File: config.mk
export PLATFORM = sky130hd
export DESIGN_NAME = lru_voice_allocator_unit
export DESIGN_NICKNAME = d
export VERILOG_FILES = /design/src/hdl/lva_pkg.sv /design/src/hdl/lva_voice_table.sv /design/src/hdl/lva_scan_unit.sv /design/src/hdl/lru_voice_allocator_unit.sv
export SDC_FILE = /design/constraint.sdc
export NUM_CORES = 1
export LEC_CHECK = 0
export BUFFER_PORTS_ARGS = -buffer_cell sky130_fd_sc_hd__buf_4
export CAP_MARGIN = 10
export CELL_PAD_IN_SITES_DETAIL_PLACEMENT = 0
export CELL_PAD_IN_SITES_GLOBAL_PLACEMENT = 1
export CORE_ASPECT_RATIO = 2
export CORE_MARGIN = 2
export CORE_UTILIZATION = 31
export CTS_CLUSTER_DIAMETER = 150
export DETAILED_ROUTE_END_ITERATION = 8
export PLACE_DENSITY_LB_ADDON = 0.05
export SLEW_MARGIN = 40
export SYNTH_ARGS = -nofsm -noshare
export SYNTH_HDL_FRONTEND = slang
export SYNTH_SLANG_ARGS = --single-unit
export TNS_END_PERCENT = 50
File: constraint.sdc
create_clock -name clk -period 7.2 [get_ports clk]
set_clock_uncertainty 0.2 [all_clocks]
set_input_delay 0.72 -clock clk [delete_from_list [all_inputs] [get_ports clk]]
set_output_delay 0.72 -clock clk [all_outputs]
set_load 0.02 [all_outputs]
File: src/hdl/lva_pkg.sv
// lva_pkg: shared types, codes and constants for the lru voice allocator
// depends on nothing; imported by every module under hdl
package lva_pkg;

  localparam int VoiceCountDefault = 16;
  localparam int ZoneBitsDefault   = 6;
  localparam int MaxResults        = 16;

  localparam logic [2:0] ACT_NOTE_ON  = 3'd0;
  localparam logic [2:0] ACT_NOTE_OFF = 3'd1;
  localparam logic [2:0] ACT_ALL_OFF  = 3'd2;
  localparam logic [2:0] ACT_FINISHED = 3'd3;
  localparam logic [2:0] ACT_CLEAR    = 3'd4;

  localparam logic [2:0] CMD_START   = 3'd0;
  localparam logic [2:0] CMD_RETRIG  = 3'd1;
  localparam logic [2:0] CMD_STEAL   = 3'd2;
  localparam logic [2:0] CMD_RELEASE = 3'd3;
  localparam logic [2:0] CMD_STOP    = 3'd4;

  typedef enum logic [1:0] {
    S_IDLE,
    S_SCAN,
    S_DRAIN,
    S_FINISH
  } state_t;

  typedef struct packed {
    logic [2:0] action;
    logic [6:0] note;
    logic [6:0] velocity;
    logic       zone_hit;
    logic [5:0] zone_id;
    logic [3:0] finished_voice;
  } req_t;

  typedef struct packed {
    logic [2:0] command;
    logic [3:0] voice;
    logic [6:0] out_note;
    logic [6:0] out_velocity;
    logic [5:0] out_zone;
    logic       last;
  } res_t;

  typedef struct packed {
    logic        vbusy;
    logic [6:0]  note;
    logic [31:0] stamp;
  } entry_t;

  typedef struct packed {
    logic alloc;
    logic free_one;
    logic free_all;
  } tbl_ctl_t;

endpackage

File: src/hdl/lva_voice_table.sv
// lva_voice_table: per-voice busy flags, held notes and use stamps, plus the stamp counter
// depends on lva_pkg; one registered read port, one write port
module lva_voice_table import lva_pkg::*; #(
  parameter int VOICE_COUNT = VoiceCountDefault,
  parameter int IDX_W       = 4
) (
  input  logic             clk,
  input  logic             rst,
  input  logic [IDX_W-1:0] rd_idx,
  output entry_t           rd,
  input  tbl_ctl_t         ctl,
  input  logic [IDX_W-1:0] wr_idx,
  input  logic [6:0]       wr_note,
  input  logic [IDX_W-1:0] fin_idx
);

  logic [VOICE_COUNT-1:0] vbusy;
  logic [VOICE_COUNT-1:0] written;
  logic [31:0]            stamp_counter;
  logic [6:0]             note_mem [VOICE_COUNT];
  logic [31:0]            stamp_mem [VOICE_COUNT];

  always_ff @(posedge clk) begin
    if (rst) begin
      vbusy         <= '0;
      written       <= '0;
      stamp_counter <= '0;
    end else begin
      if (ctl.free_all) begin
        vbusy <= '0;
      end
      if (ctl.free_one) begin
        vbusy[fin_idx] <= 1'b0;
      end
      if (ctl.alloc) begin
        vbusy[wr_idx]   <= 1'b1;
        written[wr_idx] <= 1'b1;
        stamp_counter   <= stamp_counter + 32'd1;
      end
    end
  end

  always_ff @(posedge clk) begin
    if (ctl.alloc) begin
      note_mem[wr_idx]  <= wr_note;
      stamp_mem[wr_idx] <= stamp_counter + 32'd1;
    end
  end

  // entries never written read as their reset value of zero
  always_ff @(posedge clk) begin
    rd.vbusy <= vbusy[rd_idx];
    rd.note  <= written[rd_idx] ? note_mem[rd_idx] : 7'd0;
    rd.stamp <= written[rd_idx] ? stamp_mem[rd_idx] : 32'd0;
  end

endmodule

File: src/hdl/lva_scan_unit.sv
// lva_scan_unit: shared compare unit fed one voice entry per cycle
// depends on lva_pkg; tracks retrigger, free and oldest voices and flags release and stop matches
module lva_scan_unit import lva_pkg::*; #(
  parameter int IDX_W = 4
) (
  input  logic             clk,
  input  logic             rst,
  input  logic             init,
  input  logic             elem_v,
  input  logic [IDX_W-1:0] elem_idx,
  input  entry_t           elem,
  input  logic [2:0]       action,
  input  logic [6:0]       note,
  output logic             match,
  output logic [IDX_W-1:0] sel_idx,
  output logic [2:0]       sel_cmd
);

  logic             rt_found;
  logic [IDX_W-1:0] rt_idx;
  logic             fr_found;
  logic [IDX_W-1:0] fr_idx;
  logic [IDX_W-1:0] mn_idx;
  logic [31:0]      mn_stamp;
  logic             note_eq;

  assign note_eq = (elem.note == note);

  always_comb begin
    unique case (action)
      ACT_CLEAR:    match = 1'b1;
      ACT_ALL_OFF:  match = elem.vbusy;
      ACT_NOTE_OFF: match = elem.vbusy && note_eq;
      default:      match = 1'b0;
    endcase
  end

  always_ff @(posedge clk) begin
    if (rst || init) begin
      rt_found <= 1'b0;
      fr_found <= 1'b0;
    end else if (elem_v) begin
      if (!rt_found && elem.vbusy && note_eq) begin
        rt_found <= 1'b1;
      end
      if (!fr_found && !elem.vbusy) begin
        fr_found <= 1'b1;
      end
    end
  end

  always_ff @(posedge clk) begin
    if (elem_v) begin
      if (!rt_found && elem.vbusy && note_eq) begin
        rt_idx <= elem_idx;
      end
      if (!fr_found && !elem.vbusy) begin
        fr_idx <= elem_idx;
      end
      // oldest stamp, lowest index on a tie
      if (elem_idx == '0 || elem.stamp < mn_stamp) begin
        mn_idx   <= elem_idx;
        mn_stamp <= elem.stamp;
      end
    end
  end

  always_comb begin
    if (rt_found) begin
      sel_idx = rt_idx;
      sel_cmd = CMD_RETRIG;
    end else if (fr_found) begin
      sel_idx = fr_idx;
      sel_cmd = CMD_START;
    end else begin
      sel_idx = mn_idx;
      sel_cmd = CMD_STEAL;
    end
  end

endmodule

File: src/hdl/lru_voice_allocator_unit.sv
// lru_voice_allocator_unit: top level, sequencer, result register and port handshake
// depends on lva_pkg, lva_voice_table and lva_scan_unit
//
//   channel   ports                  accepted when
//   request   start, busy, request   start high and busy low
//   result    strobe, result         every cycle strobe is high
//
// note on with a zone hit, note off, all notes off and clear go through scan (each voice
// read in turn through the table read port), drain (the last read) and finish
// voice finished, note on without a zone hit and unknown actions stay in idle
// results leave at most one per cycle, each for one cycle; the last one comes in the
// same cycle as busy falls; rst is synchronous and clears the busy flags and the stamp
// counter, and stored notes and stamps then read as zero
module lru_voice_allocator_unit import lva_pkg::*; #(
  parameter int VOICE_COUNT = VoiceCountDefault,
  parameter int ZONE_BITS   = ZoneBitsDefault
) (
  input  logic clk,
  input  logic rst,
  input  logic start,
  output logic busy,
  input  req_t request,
  output logic strobe,
  output res_t result
);

  localparam int IDX_W = (VOICE_COUNT > 1) ? $clog2(VOICE_COUNT) : 1;
  localparam logic [IDX_W-1:0] LAST_IDX = IDX_W'(VOICE_COUNT - 1);
  localparam logic [5:0] ZONE_MASK =
    (ZONE_BITS >= 6) ? 6'h3f : 6'((1 << ZONE_BITS) - 1);

  state_t           state;
  state_t           state_next;
  req_t             req_q;
  logic [IDX_W-1:0] idx;
  logic [IDX_W-1:0] idx_d;
  logic             vld_d;
  logic             accept;
  tbl_ctl_t         ctl;
  entry_t           rd;
  logic             match;
  logic [IDX_W-1:0] sel_idx;
  logic [2:0]       sel_cmd;
  logic             pend_v;
  res_t             pend;
  logic [4:0]       cap;
  logic             fin_ok;
  logic [IDX_W+3:0] fin_ext;
  logic [IDX_W-1:0] fin_idx;
  logic [IDX_W+3:0] idx_d_ext;
  logic [IDX_W+3:0] sel_ext;
  logic             emit_mode;

  assign accept    = start && (state == S_IDLE);
  assign busy      = (state != S_IDLE);
  assign fin_ok    = (32'(request.finished_voice) < VOICE_COUNT);
  assign fin_ext   = {{IDX_W{1'b0}}, request.finished_voice};
  assign fin_idx   = fin_ext[IDX_W-1:0];
  assign idx_d_ext = {4'b0, idx_d};
  assign sel_ext   = {4'b0, sel_idx};
  assign emit_mode = (req_q.action != ACT_NOTE_ON);

  lva_voice_table #(
    .VOICE_COUNT(VOICE_COUNT),
    .IDX_W      (IDX_W)
  ) u_table (
    .clk    (clk),
    .rst    (rst),
    .rd_idx (idx),
    .rd     (rd),
    .ctl    (ctl),
    .wr_idx (sel_idx),
    .wr_note(req_q.note),
    .fin_idx(fin_idx)
  );

  lva_scan_unit #(
    .IDX_W(IDX_W)
  ) u_scan (
    .clk     (clk),
    .rst     (rst),
    .init    (accept),
    .elem_v  (vld_d),
    .elem_idx(idx_d),
    .elem    (rd),
    .action  (req_q.action),
    .note    (req_q.note),
    .match   (match),
    .sel_idx (sel_idx),
    .sel_cmd (sel_cmd)
  );

  always_ff @(posedge clk) begin
    if (rst) begin
      state <= S_IDLE;
    end else begin
      state <= state_next;
    end
  end

  always_comb begin
    state_next = state;
    ctl        = '0;
    unique case (state)
      S_IDLE: begin
        if (start) begin
          unique case (request.action) inside
            ACT_NOTE_ON: begin
              if (request.zone_hit) begin
                state_next = S_SCAN;
              end
            end
            ACT_NOTE_OFF, ACT_ALL_OFF: begin
              state_next = S_SCAN;
            end
            ACT_FINISHED: begin
              ctl.free_one = fin_ok;
            end
            ACT_CLEAR: begin
              ctl.free_all = 1'b1;
              state_next   = S_SCAN;
            end
            default: begin
            end
          endcase
        end
      end
      S_SCAN: begin
        if (idx == LAST_IDX) begin
          state_next = S_DRAIN;
        end
      end
      S_DRAIN: begin
        state_next = S_FINISH;
      end
      S_FINISH: begin
        ctl.alloc  = (req_q.action == ACT_NOTE_ON);
        state_next = S_IDLE;
      end
      default: begin
        state_next = S_IDLE;
      end
    endcase
  end

  // scan address and the delayed index that lines up with the read data
  always_ff @(posedge clk) begin
    if (rst) begin
      vld_d <= 1'b0;
    end else begin
      vld_d <= (state == S_SCAN);
    end
    idx_d <= idx;
    if (state == S_SCAN) begin
      idx <= idx + 1'b1;
    end else begin
      idx <= '0;
    end
    if (accept) begin
      req_q <= request;
    end
  end

  // one pending release or stop is held back until it is known whether it is the last
  always_ff @(posedge clk) begin
    if (rst) begin
      strobe <= 1'b0;
      pend_v <= 1'b0;
      cap    <= '0;
    end else begin
      strobe <= 1'b0;
      if (accept) begin
        pend_v <= 1'b0;
        cap    <= '0;
      end else if (vld_d && emit_mode && match && cap < 5'(MaxResults)) begin
        if (pend_v) begin
          strobe <= 1'b1;
        end
        pend_v <= 1'b1;
        cap    <= cap + 5'd1;
      end else if (state == S_FINISH) begin
        strobe <= !emit_mode || pend_v;
        pend_v <= 1'b0;
      end
    end
  end

  always_ff @(posedge clk) begin
    if (vld_d && emit_mode && match && cap < 5'(MaxResults)) begin
      result            <= {pend[$bits(res_t)-1:1], 1'b0};
      pend.command      <= (req_q.action == ACT_CLEAR) ? CMD_STOP : CMD_RELEASE;
      pend.voice        <= idx_d_ext[3:0];
      pend.out_note     <= rd.note;
      pend.out_velocity <= '0;
      pend.out_zone     <= '0;
      pend.last         <= 1'b1;
    end else if (state == S_FINISH) begin
      if (emit_mode) begin
        result <= pend;
      end else begin
        result.command      <= sel_cmd;
        result.voice        <= sel_ext[3:0];
        result.out_note     <= req_q.note;
        result.out_velocity <= req_q.velocity;
        result.out_zone     <= req_q.zone_id & ZONE_MASK;
        result.last         <= 1'b1;
      end
    end
  end

endmodule
After elaboration in Yosys (flattened, before gate mapping) --
Memory sizes are Yosys's and may differ from the RTL's. A register that Yosys moved wholly into a read port is not among the register bits. Cells that the tools add are included.
Storage, ports and cells: ROM bits 0, latch bits 0, memory bits (writable) 624, output and inout bits 30, memories kept 2, register bits after elaboration 194, bits of input ports 31, word-level logic and storage cells 133
Cells by class: $lt $le $gt $ge 7, mux-type cells 39, equality and inequality tests 16, shift operators 0, $mul 0, bitwise gates (word level) 4, add/subtract/negate cells 3, reductions and logical operators 32, div/mod/pow operators 0
Memory list:
- u_table.stamp_mem | words 16, width 32, read ports 1, clocked after memory_dff 1, write ports 1, line lva_voice_table.sv:21 | logic [31:0] stamp_mem [VOICE_COUNT];
- u_table.note_mem | words 16, width 7, read ports 1, clocked after memory_dff 1, write ports 1, line lva_voice_table.sv:20 | logic [6:0] note_mem [VOICE_COUNT];
Operators with widths (number):
- 28-bit 2-to-1 mux | 3
- 16-bit 2-to-1 mux | 5
- 32-bit by 1-bit adder with 32-bit output, second input constant | 1
- 32-bit less-than comparator | 1
- 16-bit bitwise OR | 2
- 16-bit AND | 1
- 16-bit inverter | 1
- 4-bit by 5-bit less-than comparator with 1-bit output, second input constant | 3
- 1-bit 2-to-1 mux | 14
- 2-bit 2-to-1 mux | 6
- 1-bit logical AND | 10
- 3-bit by 2-bit equality test with 1-bit output, second input constant | 3
- 1-bit binary-select mux with 4-bit select | 2
- 1-bit demux with 4-bit select | 2
- 4-bit by 1-bit greater-or-equal comparator with 1-bit output, second input constant | 2
- 4-bit 2-to-1 mux | 2
- 2-bit one-hot mux with 4 select lines | 1
- 7-bit equality test | 1
- 3-bit by 1-bit equality test with 1-bit output, second input constant | 2
- 3-bit equality test, second input constant | 2
- 1-bit zero test | 6
- 3-bit zero test | 2
- 3-bit 2-to-1 mux | 2
- 2-bit AND reduction | 3
- 19 further kinds | 24

Longest topological paths before layout --
word-level depth 11, depth in mapped cells 9, mapped depth without buffers 7

Modules after synthesis --
Synthesis repeated with hierarchy kept, for this count alone.
Unflattened totals: cells, all modules 1854, area total of the unflattened synthesis 33178.1 um^2
By module, submodules not included:
- lva_voice_table | times used 1, area each 27691.6 um^2, seq. area each 20820.0 um^2, cells an instance 1441
- lru_voice_allocator_unit | times used 1, area each 3049.2 um^2, seq. area each 2272.2 um^2, cells an instance 215
- lva_scan_unit | times used 1, area each 2437.3 um^2, seq. area each 1361.3 um^2, cells an instance 198

Worst setup path before layout --
No wires, ideal clock.
kind reg-to-reg, from reg state[1], to mem u_table.note_mem[14][0], enable pin, path buffers 2, arrival time 5.326 ns, setup slack 1.135 ns, setup time 0.539 ns, period minus slack after synthesis 6.065 ns, cell stages (with the launch flop) 7, required time 6.461 ns, cell sequence dfxtp_1 -> ha_1 -> clkbuf_1 -> nor4b_2 -> buf_2 -> o211ai_1 -> nor4_1
On the way: word-level cells in the longest chain between the ends 4
Ends and longest elaborated chain:
- start: declaration | line lru_voice_allocator_unit.sv:32 | state_t state;
- start signal: assignment | line lru_voice_allocator_unit.sv:97 | state <= state_next;
- 2-bit equality test | line lru_voice_allocator_unit.sv:104 | unique case (state)
- 1-bit 2-to-1 mux | line lru_voice_allocator_unit.sv:104
- 1-bit 2-to-1 mux | line lva_voice_table.sv:44 | if (ctl.alloc) begin
- 1-bit 2-to-1 mux (not written as such) | line lva_voice_table.sv:45 | note_mem[wr_idx] <= wr_note;
- end: declaration | line lva_voice_table.sv:20
Every way passes these cells.

Final worst setup path --
from reg state[1], to mem u_table.stamp_mem[0][5], enable pin
On the way: word-level cells in the longest chain between the ends 4
Ends and longest elaborated chain:
- 2-bit equality test | line lru_voice_allocator_unit.sv:104
- 1-bit 2-to-1 mux | line lru_voice_allocator_unit.sv:104
- 1-bit 2-to-1 mux | line lva_voice_table.sv:44
- 1-bit 2-to-1 mux (not written as such) | line lva_voice_table.sv:46 | stamp_mem[wr_idx] <= stamp_counter + 32'd1;
- end: declaration | line lva_voice_table.sv:21
Every way passes these cells.

==> results.txt <==
----------------------------------------------------
[Critical path]
  FF-to-FF path depth ... 8
  Logic depth of the worst setup path including buffers ... 8
  Register-to-register setup slack ... 3200 ps
  Required time of the critical path ... 7290 ps
  Buffers & Inverters on Critical Path ... 3
  Arrival time worst endpoint ... 4100 ps
  Max incr delay on CP ... approximately 660 ps
  Endpoint kind of the worst setup timing path ... flop
  Ordered cell list for the critical path ... ha_1 -> buf_4 -> nor4b_4 -> o211ai_1 -> nor2_1 -> nand2_1 -> inv_2 -> buf_4
  Maximum fanout encountered on the critical timing path ... 26
  Standard cell with the maximum stage delay on the critical path ... buf_4
  Dominant cell type by count on the critical path ... buf_4
  FF-to-FF Start ... state[1]$_SDFFE_PP0P_
  Top delay family on crit path ... buffers and inverters
  Startpoint of the most critical setup path ... state[1]$_SDFFE_PP0P_
  Start-to-end type of the worst setup path ... reg2reg
  Critical register-to-register path endpoint ... u_table.stamp_mem[0][5]$_DFFE_PP_
  Critical Path End ... u_table.stamp_mem[0][5]$_DFFE_PP_
  Kind of start point of the critical path ... flop

[Timing]
  Unrepaired setup endpoints after global routing ... false
  Slew at the pin with the worst max-slew slack ... 839 ps
  Final sum of negative setup slack ... 0 ps
  Shortest clock period the worst path allows after layout ... 4000 ps
  Share of the clock period used by the worst path ... 0.556
  Worst setup margin ... 3200 ps
  Worst max-slew margin expressed relative to the limit ... 0.441
  Number of max-slew violations in the final report ... 0
  Setup violation total in the final timing report ... 0
  Max Freq ... 250 MHz
  Endpoints failing hold ... 0

[Global routing]
  Combined global-route utilization of all metal layers ... 0.177
  Wire length of the first global-routing pass ... around 140000 um
  Maximum number of pins on one net before global-route repair ... 53
  Initial antenna violation count ... 1
  Number of global-route vias before repair ... 18400
  Grt total ovfl ... 0

[Die]
  Starting utilization of the core area ... 0.312
  Area of the die ... 0.110 mm2
  Die boundary width ... about 240 um
  Die span in y ... ~470 um
  Rows ... 170
  Number of top-level pins ... just over 60
  Core outline area ... 0.107 mm2

[Placed design]
  Pre-CTS setup slack ... 3080 ps
  Post-DP HPWL ... approximately 57000 um
  Placed cell count ... 3184
  Placer Congestion ... 0.718
  Buffers added on ports ... 60

[Final layout]
  Final cell count without fillers ... 3357
  Number of inserted diodes ... 0
  Commonest non-fill, non-tap cell in the layout ... edfxtp_1
  Post-route core utilization ... 0.363
  Number of nets in the final layout ... 1983
  Fraction of final layout cells sized beyond drive strength 1 ... 0.250
  Commonest non-fill, non-tap cells in the layout ... edfxtp_1 (731), mux4_2 (204), dfxtp_1 (121)
  Area growth from synthesis to layout ... 16.6%

[Clock tree]
  Number of buffers inserted during clock tree synthesis ... 82
  CTS sink cnt ... 856
  Worst skew pair latency ... between 600 and 700 ps
  Post_cts resized ... 0
  Cell chosen for the clock root ... clkbuf_16
  Post-CTS Setup Repair Bufs ... 0
  H-Tree Level Count ... 3
  Cts-stage hold buffer count ... 20
  Clock slew seen by the registers of the worst setup and hold paths ... about 60 ps
  TritonCTS clock tree ... yes
  Maximum clock insertion buffer count ... 3

[Routing]
  Vias ... between 15000 and 20000
  Total DRC errors in the routed layout ... 0
  Remaining antenna violation count after routing ... 0
  Detailed Routing Iterations Pass 1 ... 5
  Drt initial violations ... 932
  Routed length per instance ... 28.5 um
  Vias per std cell ... 4.92
  Aggregate routed wire length ... 95700 um

[Yosys]
  Dominant cell type by area after synthesis ... edfxtp_1
  Warning count from the yosys run ... 0
  Average cell area after synthesis ... 18.8 um2
  Top cell type's share of synthesized area ... 0.658
  Async set-reset flop share out of synthesis ... 0
  Predominant post-synthesis flop cell ... edfxtp_1
  Dominant cells by area after synthesis ... edfxtp_1 (66%), mux4_2 (14%), dfxtp_1 (7.5%)
  Number of standard cells after synthesis ... 1773
  Flop and latch count out of synthesis ... 856
  Number of synthesized flops with an enable pin ... ~730
  Sequential fraction of the synthesis area ... 0.734
  Number of distinct standard cells referenced by the synthesized netlist ... 55
  Post-synth net total ... 1843
  Cell Area, Synth ... 0.0333 mm2

[Pwr]
  Leakage dissipation ... 12.6 nW
  Clk network pwr share ... 0.395
  Internal power ... 0.00885 W
  Gate power share ... 0.123
  Pwr/cell area ... 299 mW/mm2
  Maximum ir drop on the vdd rail ... 183 uV
  Switching share of power ... 0.238
  Reg power frac ... 0.482
  Psw ... 0.00276 W

[Hold path]
  Worst min-delay path class ... in2reg
  Startpoint of the most critical hold path ... request[26]

[Run]
  Max-capacitance violation count ... 0

[Status]
  Outcome ... finished, final reports clean

----------------------------------------------------
[worst min path at each step]
| stage | endpoint | slack, ps | depth (start not counted) |
|---|---|---|---|
| after floorplan | idx_d[2]$_DFF_P_ | 130 | 0 |
| after detailed placement | u_scan.mn_stamp[31]$_DFFE_PP_ | 240 | 0 |
| after global routing | req_q[26]$_DFFE_PP_ | 50 | 1 |
| after global placement | u_scan.mn_stamp[21]$_DFFE_PP_ | 240 | 0 |
| final | req_q[26]$_DFFE_PP_ | 100 | 1 |
| after CTS | req_q[26]$_DFFE_PP_ | 30 | 1 |
[power by group through the flow]
stage	registers (W)	logic (W)	clock network, W
floorplan	0.00565	0.00112	0
global placement	0.00574	0.00142	0
global route	0.00562	0.00155	0.00490
detailed placement	0.00572	0.00146	0
CTS	0.00561	0.00148	0.00474
finish	0.00560	0.00143	0.00459
[state kept, by name, summed over array words and instances (netlist names), 2 cells and up]
name / count
idx_d: 4
u_scan.mn_stamp: 32
u_scan.rt_idx: 4
u_table.vbusy: 16
u_table.written: 16
idx: 4
pend: 13
u_scan.fr_idx: 4
cap: 5
u_table.note_mem: 112
u_table.rd: 40
result: 28
u_table.stamp_mem: 512
u_table.stamp_counter: 32
req_q: 23
u_scan.mn_idx: 4
state: 2
[layout make-up]
| class | count | area, um2 |
|---|---|---|
| Timing Repair Buffer | 140 | 1150 |
| Fill cell | 9911 | 68100 |
| Multi-Input combinational cell | 779 | 8520 |
| Clock buffer | 110 | 2330 |
| Sequential cell | 856 | 24500 |
| Clock inverter | 42 | 475 |
| Tap cell | 1376 | 1720 |
| Inverter | 54 | 208 |
[stage by stage]
step                      power (W)  hold slack [ps]  instance area [um2]
final                        0.0116             96.5                38900
after CTS                    0.0118             32.2                38800
after global routing         0.0121             48.6                38900
after global placement      0.00716              238                35600
after floorplan             0.00677              126                33300
after detailed placement    0.00718              240                35800
[Yosys cell counts (5+ instances only)]
cell type    n
a22o_1      15
a21oi_1     40
and3_1       5
or4_1        5
mux4_2     204
nor4_1       7
buf_6       10
o21ai_0      5
inv_1       52
ha_1        39
buf_2       18
buf_1       11
and4_1       5
nand2_1     87
nor2_1      79
xnor2_1     27
edfxtp_1   731
nor3_1       9
nand3_1     39
nor2b_1     45
mux2i_1      7
dfxtp_1    125
o21a_1      10
o21ai_1      6
xor2_1      39
clkbuf_1    45
nand4_1     28
and2_1      25
[layer usage]
layer | up-vias | track usage | part of all wire
met5 | - | 0 | 0
met4 | 0 | 0.0538 | 0.026
met3 | 102 | 0.0265 | 0.029
met2 | 286 | 0.364 | 0.60
met1 | 8855 | 0.178 | 0.35
li1 | 7275 | - | -
[cell families (layout without fill, tap and decap cells)]
logic type,count (synthesis),after routing,synth area share
multiplexers,214,214,0.141
flip-flops,856,856,0.734
XOR/XNOR,66,66,0.0173
AND/OR/NAND/NOR,354,354,0.0541
adder cells (fa/ha/maj),39,39,0.0146
buffers and inverters,138,346,0.0185
AO/OA/AOI/OAI,106,106,0.0210
(Power assumes the default switching activity.)
